File: src/sv/ffpa_pkg.sv
// Shared constants, codes and types for the first-fit page range allocator.
package ffpa_pkg;

  localparam int unsigned TABLE_DEPTH_DEF = 64;
  localparam int unsigned ADDR_BITS_DEF   = 52;

  localparam int unsigned IDX_W   = 6;
  localparam int unsigned COUNT_W = 7;

  localparam int unsigned PAGE_BITS = 12;
  localparam logic [31:0] LIMIT_4G  = 32'hFFFF_FFFF;

  localparam logic CMD_WRITE = 1'b0;
  localparam logic CMD_ALLOC = 1'b1;

  localparam logic STATUS_OK    = 1'b0;
  localparam logic STATUS_NOMEM = 1'b1;

  typedef struct packed {
    logic hit;
    logic stop;
  } fit_t;

endpackage

File: src/sv/ffpa_fit.sv
// Fit check of one table entry against a rounded request size.
module ffpa_fit #(
  parameter int unsigned ADDR_BITS = ffpa_pkg::ADDR_BITS_DEF
) (
  input  logic                 free_i,
  input  logic [ADDR_BITS-1:0] lo_i,
  input  logic [ADDR_BITS-1:0] hi_i,
  input  logic [ADDR_BITS-1:0] size_i,
  input  logic                 low_only_i,
  output ffpa_pkg::fit_t       fit_o
);

  logic [ADDR_BITS:0] diff;
  logic               fits;
  logic               lo_above;
  logic               hi_above;
  logic               size_above;
  logic [31:0]        clip_span;
  logic               fits_clip;
  logic               cand;

  always_comb begin
    diff       = {1'b0, hi_i} - {1'b0, lo_i};
    fits       = diff[ADDR_BITS] ? (size_i == '0) : (size_i <= diff[ADDR_BITS-1:0]);
    lo_above   = |lo_i[ADDR_BITS-1:32];
    hi_above   = |hi_i[ADDR_BITS-1:32];
    size_above = |size_i[ADDR_BITS-1:32];
    clip_span  = ffpa_pkg::LIMIT_4G - lo_i[31:0];
    fits_clip  = !size_above && (size_i[31:0] <= clip_span);
    cand       = free_i && fits;
    fit_o.stop = cand && low_only_i && lo_above;
    fit_o.hit  = cand && (!low_only_i || (!lo_above && (!hi_above || fits_clip)));
  end

endmodule

File: config.mk
export PLATFORM = sky130hd
export DESIGN_NAME = ffpa_fit
export DESIGN_NICKNAME = d
export VERILOG_FILES = /design/src/sv/ffpa_pkg.sv /design/src/sv/ffpa_fit.sv
export SDC_FILE = /design/constraint.sdc
export NUM_CORES = 1
export LEC_CHECK = 0
export BUFFER_PORTS_ARGS = -buffer_cell sky130_fd_sc_hd__buf_2
export CORE_MARGIN = 5
export CORE_UTILIZATION = 50
export DETAILED_ROUTE_END_ITERATION = 16
export PLACE_DENSITY = 0.81
export REMOVE_ABC_BUFFERS = 1
export SETUP_SLACK_MARGIN = 0.2
export SKIP_LAST_GASP = 1
export SLEW_MARGIN = 20
export SYNTH_ARGS = -nofsm -noshare
export SYNTH_HDL_FRONTEND = slang
export SYNTH_SLANG_ARGS = --single-unit
File: constraint.sdc
create_clock -name vclk -period 3.7
set_input_delay 0.185 -clock vclk [all_inputs]
set_output_delay 0.185 -clock vclk [all_outputs]
set_load 0.1 [all_outputs]
==> results.sh <==
export IMPL_drt_antenna_violating_nets=0
export IMPL_die_w_um=112
export IMPL_critPathArrivalTime_ps=4450
export IMPL_cp_required_ps=3510
export IMPL_finalHoldViolCount=0
export IMPL_yosysWarnings=0
export IMPL_routed_via_density=5.94
export IMPL_dpl_hpwl_mm=16.7
export IMPL_netlist_area_mm2=0.00522
export IMPL_rows=37
export IMPL_area_growth_pct=52.5
export IMPL_design_die_area_mm2=0.0126
export IMPL_fin_crit_sh_pct=125
export IMPL_final_cells=1197
export IMPL_antenna_found_initial=0
export IMPL_maxCapViolCount=0
export IMPL_vdd_drop_max_mv=0.108
export IMPL_p_leak_nw=4.26
export IMPL_yosys_area_share_adder_pct=33.0
export IMPL_seq_cells=0
export IMPL_crit_type="in -> out"
export IMPL_grt_pass1_vias=6896
export IMPL_relSlewSlack_pct=58.2
export IMPL_cp_max_fo=3
export IMPL_dp_cells=1191
export IMPL_startpoint_type="input port"
export IMPL_start_util_pct=50.8
export IMPL_outcome="complete, but fails checks"
export IMPL_layout_commonest_cell="buf_4"
export IMPL_ios=160
export IMPL_drc=0
export IMPL_hold_class="in -> out"
export IMPL_p_total_w=0.00146
export IMPL_synth_xor_area_share_pct=8.39
export IMPL_ys_seq_area_share_pct=0
export IMPL_avgSynthCellArea_um2=7.19
export IMPL_core_area_mm2=0.0103
export IMPL_wl_per_cell_um=17.1
export IMPL_grt_ovfl_total=0
export IMPL_fmax_ghz=0.216
export IMPL_timing_final_ws_setup_ps=-936
export IMPL_drtIter0Drc=434
export IMPL_wirelength_mm=20.5
export IMPL_rsz0062_at_grt="true"
export IMPL_die_height_um=112
export IMPL_synth_mux_area_share_pct=0.288
export IMPL_holdBufCountCts=0
export IMPL_synth_cell_type_count=58
export IMPL_vias=7116
export IMPL_violations="setup timing"
export IMPL_finalWeightedCongestion=0.969
export IMPL_fin_crit_ps=4640
export IMPL_grtUsageTotal_pct=28.7
export IMPL_final_cell_mix="buf_4 (190), buf_2 (154), ha_1 (123)"
export IMPL_synthCells=726
export IMPL_cp_end_kind="output pin"
export IMPL_maxSlewViolCount=0
export IMPL_synth_simple_area_share_pct=21.4
export IMPL_antenna_cells=0
export IMPL_drt_pre_antenna_iters=5
export IMPL_powerDensity_mw_per_mm2=184
export IMPL_grt_pass1_wl_mm=31.1
export IMPL_port_buffers=160
export IMPL_finalSetupViolations=2
export IMPL_synth_compound_area_share_pct=30.8
export IMPL_nets=1358
export IMPL_synth_top_family_by_area="adder cells"
export IMPL_area_sequential_um2=0
export IMPL_drive_gt1_share_pct=39.0
export IMPL_clkbuf_count=0
export IMPL_grt_max_degree=9
export IMPL_tightest_slew_ps=618
[cell usage after synthesis, drive strengths merged, types with 4 or more instances]
cell      n  area, um^2
a211oi    4        30.0
a21o     55         413
a21oi    81         413
a31oi     9        71.3
and3     12        75.1
buf       7        35.0
clkbuf    8        30.0
ha      136        1700
inv      68         255
nand2    49         184
nand2b    9        63.8
nand3    14        70.1
nand4    34         219
nor2     30         113
nor2b    11        68.8
nor3     10        50.1
nor4     24         150
o211ai    7        52.6
o21a      9        67.6
o21ai    42         210
o21bai   13        97.6
o31ai     5        42.5
or3       4        30.0
xnor2    27         236
xor2     23         201
[final timing paths]
check / startpoint / endpoint / cells after the start
min: low_only_i / fit_o[0] / 5
max: lo_i[1] / fit_o[1] / 23
[worst max-delay path, cell delays in order]
cell	delay, ps
buf_4	110
inv_1	40
ha_1	300
nor2b_4	150
o31ai_4	240
buf_4	160
a21oi_2	70
o2111ai_2	250
a21oi_2	140
o211ai_1	380
nand2_1	190
a31oi_2	190
xor2_1	180
ha_1	260
a21o_1	180
a21o_1	160
a21oi_1	170
o2111ai_2	130
a21oi_2	140
o21ai_1	70
mux2_4	280
and3b_2	290
buf_12	180
[cells by family after synthesis]
logic type,Yosys count
AOI/OAI and AO/OA,246
xor gates and xnor gates,50
adders and majority gates,137
buffers and inverters,83
muxes,1
and+or+nand+nor,209
[area by class of cell]
class / instances / area (um^2)
repair buffers: 350 / 2280
fillers: 741 / 2310
multi-input cells: 643 / 5250
well taps: 136 / 170
inverters: 68 / 258
[metal layers]
layer | vias to the layer above | part of all wire [%] | global-route usage [%]
li1 | 3411 | - | -
met1 | 3295 | 41 | 36.3
met2 | 349 | 49 | 50.7
met3 | 61 | 7.1 | 2.80
met4 | 0 | 3.1 | 9.46
met5 | - | 0 | 0
[power breakdown]
| part | switching [W] | internal (W) |
|---|---|---|
| logic | 0.000731 | 0.000733 |
| clock network | 0 | 0 |
| registers | 0 | 0 |
[metrics by stage]
stage                     cell area, um^2  setup TNS, ps  utilization, %  hold slack, ps  setup WS [ps]
final                                7960          -1840            77.5            1010           -936
after CTS                            7670          -1770            74.6            1010           -905
after floorplan                      5160          -2380               -             799          -1400
after global routing                 7960          -2190            77.5            1040          -1110
after detailed placement             7540          -2310            73.4            1010          -1170
after global placement               7540          -2030            73.4            1010          -1020
[what timing repair did]
| item | 4_1_cts | 5_1_grt |
|---|---|---|
| buffers inserted | 0 | 6 |
| endpoints found under the setup margin | 2 | 2 |
| cloned | 0 | 0 |
| pin swaps | 20 | 46 |
| resized for setup | 26 | 46 |
(Power assumes the default switching activity.)
